### config.mk
export PLATFORM = sky130hd
export DESIGN_NAME = serial_line_receive_buffer
export DESIGN_NICKNAME = d
export VERILOG_FILES = /design/src/rtl/slrb_pkg.sv /design/src/rtl/slrb_store.sv /design/src/rtl/serial_line_receive_buffer.sv
export SDC_FILE = /design/constraint.sdc
export NUM_CORES = 2
export LEC_CHECK = 0
export ABC_AREA = 0
export ABC_CLOCK_PERIOD_IN_PS = 6650
export BUFFER_PORTS_ARGS = -buffer_cell sky130_fd_sc_hd__clkbuf_2
export CORE_MARGIN = 1.5
export CORE_UTILIZATION = 41
export DETAILED_ROUTE_END_ITERATION = 10
export PLACE_DENSITY = 0.66
export SLEW_MARGIN = 15
export SYNTH_ARGS = -nofsm -noshare
export SYNTH_HDL_FRONTEND = slang
export SYNTH_SLANG_ARGS = --single-unit
### constraint.sdc
create_clock -name clock -period 6.65 [get_ports clock]
set_input_delay 1.33 -clock clock [delete_from_list [all_inputs] [get_ports clock]]
set_output_delay 1.33 -clock clock [all_outputs]
set_load 0.02 [all_outputs]
### src/rtl/slrb_pkg.sv
// Shared types and constants for the serial line receive buffer.
`default_nettype none

package slrb_pkg;

   // Default store depth in bytes
   localparam int unsigned DEFAULT_DEPTH = 256;

   // Largest fill the 9-bit length limit allows, plus one
   localparam int unsigned FILL_SPAN = 512;

   // Line control characters
   localparam logic [7:0] CH_CR = 8'd13;
   localparam logic [7:0] CH_LF = 8'd10;

   // Register reset values
   localparam logic [15:0] IDLE_LIMIT_RESET   = 16'd50;
   localparam logic [8:0]  LENGTH_LIMIT_RESET = 9'd256;

   // Idle tick counter saturation value
   localparam logic [16:0] IDLE_MAX = 17'h1FFFF;

   // Register indexes
   localparam logic [1:0] CSR_FRAME_MODE   = 2'd0;
   localparam logic [1:0] CSR_IDLE_LIMIT   = 2'd1;
   localparam logic [1:0] CSR_LENGTH_LIMIT = 2'd2;

   // Frame modes
   localparam logic MODE_TEXT   = 1'b0;
   localparam logic MODE_BINARY = 1'b1;

   // Request commands
   typedef enum logic [2:0] {
      CMD_BYTE  = 3'd0,
      CMD_TICK  = 3'd1,
      CMD_READ  = 3'd2,
      CMD_PEEK  = 3'd3,
      CMD_CLEAR = 3'd4
   } cmd_type;

   // Request payload
   typedef struct packed {
      logic [2:0] cmd;
      logic [7:0] rx_data;
      logic [8:0] look_offset;
   } req_type;

   // Response payload
   typedef struct packed {
      logic [7:0] out_byte;
      logic       out_valid;
      logic       frame_done;
      logic       overflowed;
      logic [8:0] fill_count;
      logic [8:0] read_index;
      logic       offset_fits;
   } rsp_type;

   // Store port strobes
   typedef struct packed {
      logic wr_en;
      logic rd_en;
   } store_ctl_type;

endpackage

`default_nettype wire

### src/rtl/slrb_store.sv
// Byte store: one write port and one registered read port.
`default_nettype none

module slrb_store
   import slrb_pkg::*;
#(
   parameter int unsigned Depth = DEFAULT_DEPTH,
   localparam int unsigned AddrW = (Depth > 1) ? $clog2(Depth) : 1
) (
   input  wire logic                 clock,
   input  wire store_ctl_type        ctl,
   input  wire logic [AddrW-1:0]     wr_addr,
   input  wire logic [7:0]           wr_data,
   input  wire logic [AddrW-1:0]     rd_addr,
   output      logic [7:0]           rd_data
);

   logic [7:0] mem_ff [Depth];
   logic [7:0] rd_data_ff;

   // Write the new byte, register the read data
   always_ff @(posedge clock) begin
      if (ctl.wr_en) begin
         mem_ff[wr_addr] <= wr_data;
      end
      if (ctl.rd_en) begin
         rd_data_ff <= mem_ff[rd_addr];
      end
   end

   assign rd_data = rd_data_ff;

endmodule

`default_nettype wire

### src/rtl/serial_line_receive_buffer.sv
// Top level of the serial line receive buffer.
//
// Requests arrive on req_ (valid/ready) carrying a command: received byte,
// time tick, read next, peek, or clear. Every request yields exactly one
// response on rsp_ with the byte found by read or peek and the buffer
// status after the command. Registers (frame mode, idle limit, length
// limit) are written through csr_, which is always ready; write them only
// while no request is outstanding.
// The response is registered: a request accepted at an edge has its response
// valid after that edge. Throughput is one request per cycle while responses
// are taken, set by the store's single port pair and one-deep response register.
// When the receiver stalls, the response holds and req_ready stays low
// until it is taken; a response taken in the same cycle frees the slot.
// Reset clears the flags, counts and pointers and restores register
// defaults; store contents are not cleared and need no clearing pass, as
// only bytes written since the last clear are ever read back.
`default_nettype none

module serial_line_receive_buffer
   import slrb_pkg::*;
#(
   parameter int unsigned BUFFER_DEPTH = DEFAULT_DEPTH
) (
   input  wire logic        clock,
   input  wire logic        reset,
   input  wire logic        req_valid,
   output      logic        req_ready,
   input  wire req_type     req_data,
   output      logic        rsp_valid,
   input  wire logic        rsp_ready,
   output      rsp_type     rsp_data,
   input  wire logic        csr_valid,
   output      logic        csr_ready,
   input  wire logic [1:0]  csr_index,
   input  wire logic [15:0] csr_data
);

   localparam int unsigned StoreDepth = (BUFFER_DEPTH < FILL_SPAN) ? BUFFER_DEPTH : FILL_SPAN;
   localparam int unsigned AddrW      = (StoreDepth > 1) ? $clog2(StoreDepth) : 1;
   localparam logic [16:0] DepthC     = 17'(BUFFER_DEPTH);

   // Registers
   logic        frame_mode_ff;
   logic [15:0] idle_limit_ff;
   logic [8:0]  length_limit_ff;

   // Buffer state
   logic [8:0]  fill_ff,      fill_in;
   logic [8:0]  rd_ptr_ff,    rd_ptr_in;
   logic        done_ff,      done_in;
   logic        overflow_ff,  overflow_in;
   logic [16:0] idle_ff,      idle_in;

   // Response register
   logic        rsp_valid_ff;
   logic        out_valid_ff, out_valid_in;
   logic        fits_ff,      fits_in;

   logic          req_fire;
   store_ctl_type store_ctl;
   logic [9:0]    peek_pos;
   logic [16:0]   idle_inc;
   logic [AddrW-1:0] rd_addr;
   logic [7:0]    rd_data;

   assign req_ready = !rsp_valid_ff || rsp_ready;
   assign req_fire  = req_valid && req_ready;
   assign csr_ready = 1'b1;

   assign peek_pos = {1'b0, rd_ptr_ff} + {1'b0, req_data.look_offset};
   assign idle_inc = (idle_ff < IDLE_MAX) ? idle_ff + 17'd1 : idle_ff;

   // Apply one command to the buffer state
   always_comb begin
      fill_in      = fill_ff;
      rd_ptr_in    = rd_ptr_ff;
      done_in      = done_ff;
      overflow_in  = overflow_ff;
      idle_in      = idle_ff;
      out_valid_in = 1'b0;
      store_ctl    = '0;
      rd_addr      = peek_pos[AddrW-1:0];
      unique case (req_data.cmd)
         CMD_BYTE: begin
            if (!done_ff) begin
               idle_in = '0;
               if (frame_mode_ff == MODE_TEXT && req_data.rx_data == CH_CR) begin
                  // drop carriage return
               end else if (frame_mode_ff == MODE_TEXT && req_data.rx_data == CH_LF) begin
                  done_in = 1'b1;
               end else if (fill_ff < length_limit_ff && {8'd0, fill_ff} < DepthC) begin
                  store_ctl.wr_en = req_fire;
                  fill_in         = fill_ff + 9'd1;
               end else begin
                  overflow_in = 1'b1;
               end
            end
         end
         CMD_TICK: begin
            if (!done_ff) begin
               idle_in = idle_inc;
               if (frame_mode_ff == MODE_BINARY && fill_ff != '0 &&
                   idle_inc > {1'b0, idle_limit_ff}) begin
                  done_in = 1'b1;
               end
            end
         end
         CMD_READ: begin
            rd_addr = rd_ptr_ff[AddrW-1:0];
            if (rd_ptr_ff < fill_ff) begin
               out_valid_in    = 1'b1;
               store_ctl.rd_en = req_fire;
               rd_ptr_in       = rd_ptr_ff + 9'd1;
            end
         end
         CMD_PEEK: begin
            if (peek_pos < {1'b0, fill_ff}) begin
               out_valid_in    = 1'b1;
               store_ctl.rd_en = req_fire;
            end
         end
         CMD_CLEAR: begin
            fill_in     = '0;
            rd_ptr_in   = '0;
            done_in     = 1'b0;
            overflow_in = 1'b0;
            idle_in     = '0;
         end
         default: begin
         end
      endcase
      fits_in = ({1'b0, rd_ptr_in} + {1'b0, req_data.look_offset}) <= {1'b0, fill_in};
   end

   // Hold registers, state and response
   always_ff @(posedge clock) begin
      if (reset) begin
         frame_mode_ff   <= MODE_TEXT;
         idle_limit_ff   <= IDLE_LIMIT_RESET;
         length_limit_ff <= LENGTH_LIMIT_RESET;
         fill_ff         <= '0;
         rd_ptr_ff       <= '0;
         done_ff         <= 1'b0;
         overflow_ff     <= 1'b0;
         idle_ff         <= '0;
         rsp_valid_ff    <= 1'b0;
         out_valid_ff    <= 1'b0;
         fits_ff         <= 1'b0;
      end else begin
         if (csr_valid && csr_ready) begin
            unique case (csr_index)
               CSR_FRAME_MODE:   frame_mode_ff   <= csr_data[0];
               CSR_IDLE_LIMIT:   idle_limit_ff   <= csr_data;
               CSR_LENGTH_LIMIT: length_limit_ff <= csr_data[8:0];
               default: begin
               end
            endcase
         end
         if (req_fire) begin
            fill_ff      <= fill_in;
            rd_ptr_ff    <= rd_ptr_in;
            done_ff      <= done_in;
            overflow_ff  <= overflow_in;
            idle_ff      <= idle_in;
            out_valid_ff <= out_valid_in;
            fits_ff      <= fits_in;
            rsp_valid_ff <= 1'b1;
         end else if (rsp_ready) begin
            rsp_valid_ff <= 1'b0;
         end
      end
   end

   slrb_store #(
      .Depth (StoreDepth)
   ) u_store (
      .clock   (clock),
      .ctl     (store_ctl),
      .wr_addr (fill_ff[AddrW-1:0]),
      .wr_data (req_data.rx_data),
      .rd_addr (rd_addr),
      .rd_data (rd_data)
   );

   // Drive the response from the held state
   assign rsp_valid            = rsp_valid_ff;
   assign rsp_data.out_byte    = out_valid_ff ? rd_data : 8'd0;
   assign rsp_data.out_valid   = out_valid_ff;
   assign rsp_data.frame_done  = done_ff;
   assign rsp_data.overflowed  = overflow_ff;
   assign rsp_data.fill_count  = fill_ff;
   assign rsp_data.read_index  = rd_ptr_ff;
   assign rsp_data.offset_fits = fits_ff;

   // Read position never passes the fill level
   a_ptr_in_fill: assert property (@(posedge clock) disable iff (reset)
      rd_ptr_ff <= fill_ff)
      else $error("read pointer beyond fill level");

   // Frame end flag holds until a clear
   a_done_holds: assert property (@(posedge clock) disable iff (reset)
      done_ff && !(req_fire && req_data.cmd == CMD_CLEAR) |=> done_ff)
      else $error("frame done dropped without clear");

   // Fill level only drops on a clear
   a_fill_grows: assert property (@(posedge clock) disable iff (reset)
      !(req_fire && req_data.cmd == CMD_CLEAR) |=> fill_ff >= $past(fill_ff))
      else $error("fill level dropped without clear");

   // A successful read advances the read position by one
   a_read_adv: assert property (@(posedge clock) disable iff (reset)
      req_fire && req_data.cmd == CMD_READ && rd_ptr_ff < fill_ff
      |=> rd_ptr_ff == $past(rd_ptr_ff) + 9'd1)
      else $error("read did not advance pointer");

endmodule

`default_nettype wire
==> flow_summary.json <==
{
  "port_buffers": 74,
  "drc": 0,
  "drive_gt1_frac": 0.0917,
  "cts.sinks": 2122,
  "cts_tree": "done",
  "synth-seq-cells": 2122,
  "gp_congestion": 0.965,
  "wl_met3_um": 33300,
  "fmax_mhz": 179,
  "worst-path-max-fanout": 26,
  "met1_length_um": 106000,
  "cts_root_buf": "clkbuf_16",
  "totalPowerFinal_mw": 28.5,
  "power.density_nw_per_um2": 288,
  "ys_warn_count": 0,
  "synth_area_per_cell_sq_um": 12.8,
  "synth_top_flop_cell": "edfxtp_1",
  "rsz0062_at_grt": "false",
  "antenna_found_initial": 11,
  "placed_cell_area_sq_um": 92300,
  "cts_setup_buffers": 0,
  "ant_nets": 0,
  "worst_clock_skew_ns": 0.0510,
  "postSynthCellCount": 6892,
  "worstPathArrival_ns": 6.18,
  "vias_per_cell": 6.01,
  "fin_util": 0.461,
  "synth_edf_count": 2056,
  "grt_util_all_layers": 0.248,
  "yosysSeqAreaShare": 0.713,
  "holdWs_ns": 0.456,
  "firstDrtPassIters": 6,
  "worstSetupPathType": "input pin to flip-flop",
  "wirelength_um": 277000,
  "status": "finished clean",
  "synthDistinctLibCells": 89,
  "fin_cells": 9937,
  "dr_wl_met2_um": 123000,
  "clk-insertion-delay-late_ns": 0.86,
  "dieArea_sq_um": 219000,
  "fp.coreArea_sq_um": 215000,
  "ctsResizeCount": 0,
  "tns_ns": 0,
  "drt-initial-drc-count": 8980,
  "grt_pass1_vias": 56200,
  "async_flop_share": 0,
  "startpoint_type": "input pin",
  "grt_pass1_wl_um": 396000,
  "timing.max_slew.rel_slack": 0.0976,
  "clkSlewWorstSetupHoldPaths_ns": 0.06,
  "fin_nets": 7041,
  "fin_crit_sh": 0.840,
  "top_layer_used": "met5",
  "max_cap_viol_count": 0,
  "hold_violations": 0,
  "hp-class": "flip-flop to flip-flop",
  "peakVddDrop_mv": 0.238,
  "period_needed_ns": 5.59,
  "final_area_sq_um": 99000,
  "worst_slack_ns": 1.06,
  "hpwl_um": 169000,
  "dp_slack_ns": 0.509,
  "gr-total-overflow": 0,
  "required_ns": 7.24,
  "ios": 76,
  "ctsHoldBuffers": 0,
  "p_leak_nw": 33.8,
  "fp.dieH_um": 468,
  "setup_viol": 0,
  "rows": 170,
  "worst_path_dominant_cell_family": "compound AO/OA/AOI/OAI gates",
  "initial_core_util": 0.412,
  "cts_buffers": 205,
  "dp.cells": 9554,
  "wl_per_cell_um": 27.8,
  "grt_max_degree": 180,
  "path_cells": "clkbuf_2, ha_1, fa_1, a211oi_1, o21a_1, o21a_4, buf_4, nand3_1, a32oi_1, a31oi_1, o21a_1, nor4b_1, buf_4, nor3_1",
  "worstMarginPinSlew_ns": 1.33,
  "crit_buf_inv": 3,
  "die_w_um": 468,
  "cp_slowest_stage_delay_ns": 1.12,
  "vias": 59700,
  "cp-end-kind": "flip-flop",
  "synthToLayoutAreaGrowth_pct": 11.9,
  "synth_fp_nets": 7010,
  "htreeDepth": 4,
  "cts_buffer_depth": 3,
  "slew_viol_final": 0,
  "syn_area_sq_um": 88500,
  "cpMaxStageDelayCell": "nor4b_1"
}
metal layers:
metal / up-vias / track usage
met3: 669 / 0.0622
met5: - / 0
li1: 25500 / -
met1: 29600 / 0.337
met4: 10 / 0.115
met2: 3913 / 0.373
cell usage after synthesis, types with 52 or more instances:
library cell | number | area, sq um
and3_1 | 68 | 425
nand2_1 | 1679 | 6300
o21ai_0 | 69 | 345
a211oi_1 | 61 | 458
buf_2 | 197 | 986
edfxtp_1 | 2056 | 61700
a31oi_1 | 81 | 507
a311oi_1 | 52 | 455
inv_1 | 67 | 251
clkbuf_1 | 157 | 589
nand3_1 | 890 | 4450
buf_4 | 58 | 435
a32oi_1 | 62 | 543
nor2_1 | 378 | 1420
nand4_1 | 84 | 526
ha_1 | 73 | 913
mux2i_1 | 242 | 2420
a21oi_1 | 104 | 521
dfxtp_1 | 66 | 1320
tightest hold or removal path, stage by stage (launching register included):
cell	delay, ns
dfxtp_1	0.31
nand2_1	0.05
a21oi_1	0.05
logic make-up after synthesis:
| group | share of synthesized area |
|---|---|
| other | 0.0000424 |
| DFF | 0.713 |
| muxes | 0.0345 |
| AOI/OAI and AO/OA | 0.0514 |
| xor gates and xnor gates | 0.00366 |
| and+or+nand+nor | 0.158 |
| buffers and inverters | 0.0291 |
| adders and majority gates | 0.0108 |
worst paths after layout:
path | slack, ns | endpoint | startpoint | cells after the start
setup / recovery | 1.06 | u_store.rd_data[0] | req_data[0] | 14
hold / removal | 0.46 | idle_limit_ff[13] | idle_limit_ff[13] | 2
setup reg to reg | 1.14 | u_store.rd_data[0] | rd_ptr_ff[0] | 13
hold reg to reg | 0.46 | idle_limit_ff[13] | idle_limit_ff[13] | 2
power by group:
group	switching [mW]	leakage [nW]	internal [mW]
Clock	5.13	3.25	6.56
Sequential	0.00814	19.0	14.7
Combinational	1.62	11.5	0.567
Total	6.76	33.8	21.8
cell type report:
class / count / area [sq um]
clock buffers: 258 / 5490
multi-input cells: 4245 / 23000
fillers: 18500 / 116000
repair buffers: 282 / 2430
diodes: 3 / 7.51
flip-flops and latches: 2122 / 63100
inverters: 67 / 251
well taps: 2838 / 3550
clock inverters: 122 / 1220
cell usage in the layout, fill, tap and decap left out, types with 68 or more instances in the layout:
cell and instances:
clkbuf_2 69, buf_4 173, nand4_1 84, nand2_1 1679, nand3_1 886, mux2i_1 242
a31oi_1 81, and3_1 68, a21oi_1 104, edfxtp_1 2056, nor2_1 366, o21ai_0 69
clkbuf_16 208, ha_1 73
flip-flops by register name (all words and copies together) (netlist names):
signal / cells
frame_mode_ff: 1
length_limit_ff: 9
overflow_ff: 1
out_valid_ff: 1
fits_ff: 1
u_store.rd_data: 8
idle_limit_ff: 16
u_store.mem_ff: 2048
done_ff: 1
idle_ff: 17
rd_ptr_ff: 9
rsp_valid: 1
fill_ff: 9
Note: power is estimated with default switching activity, not from simulation.
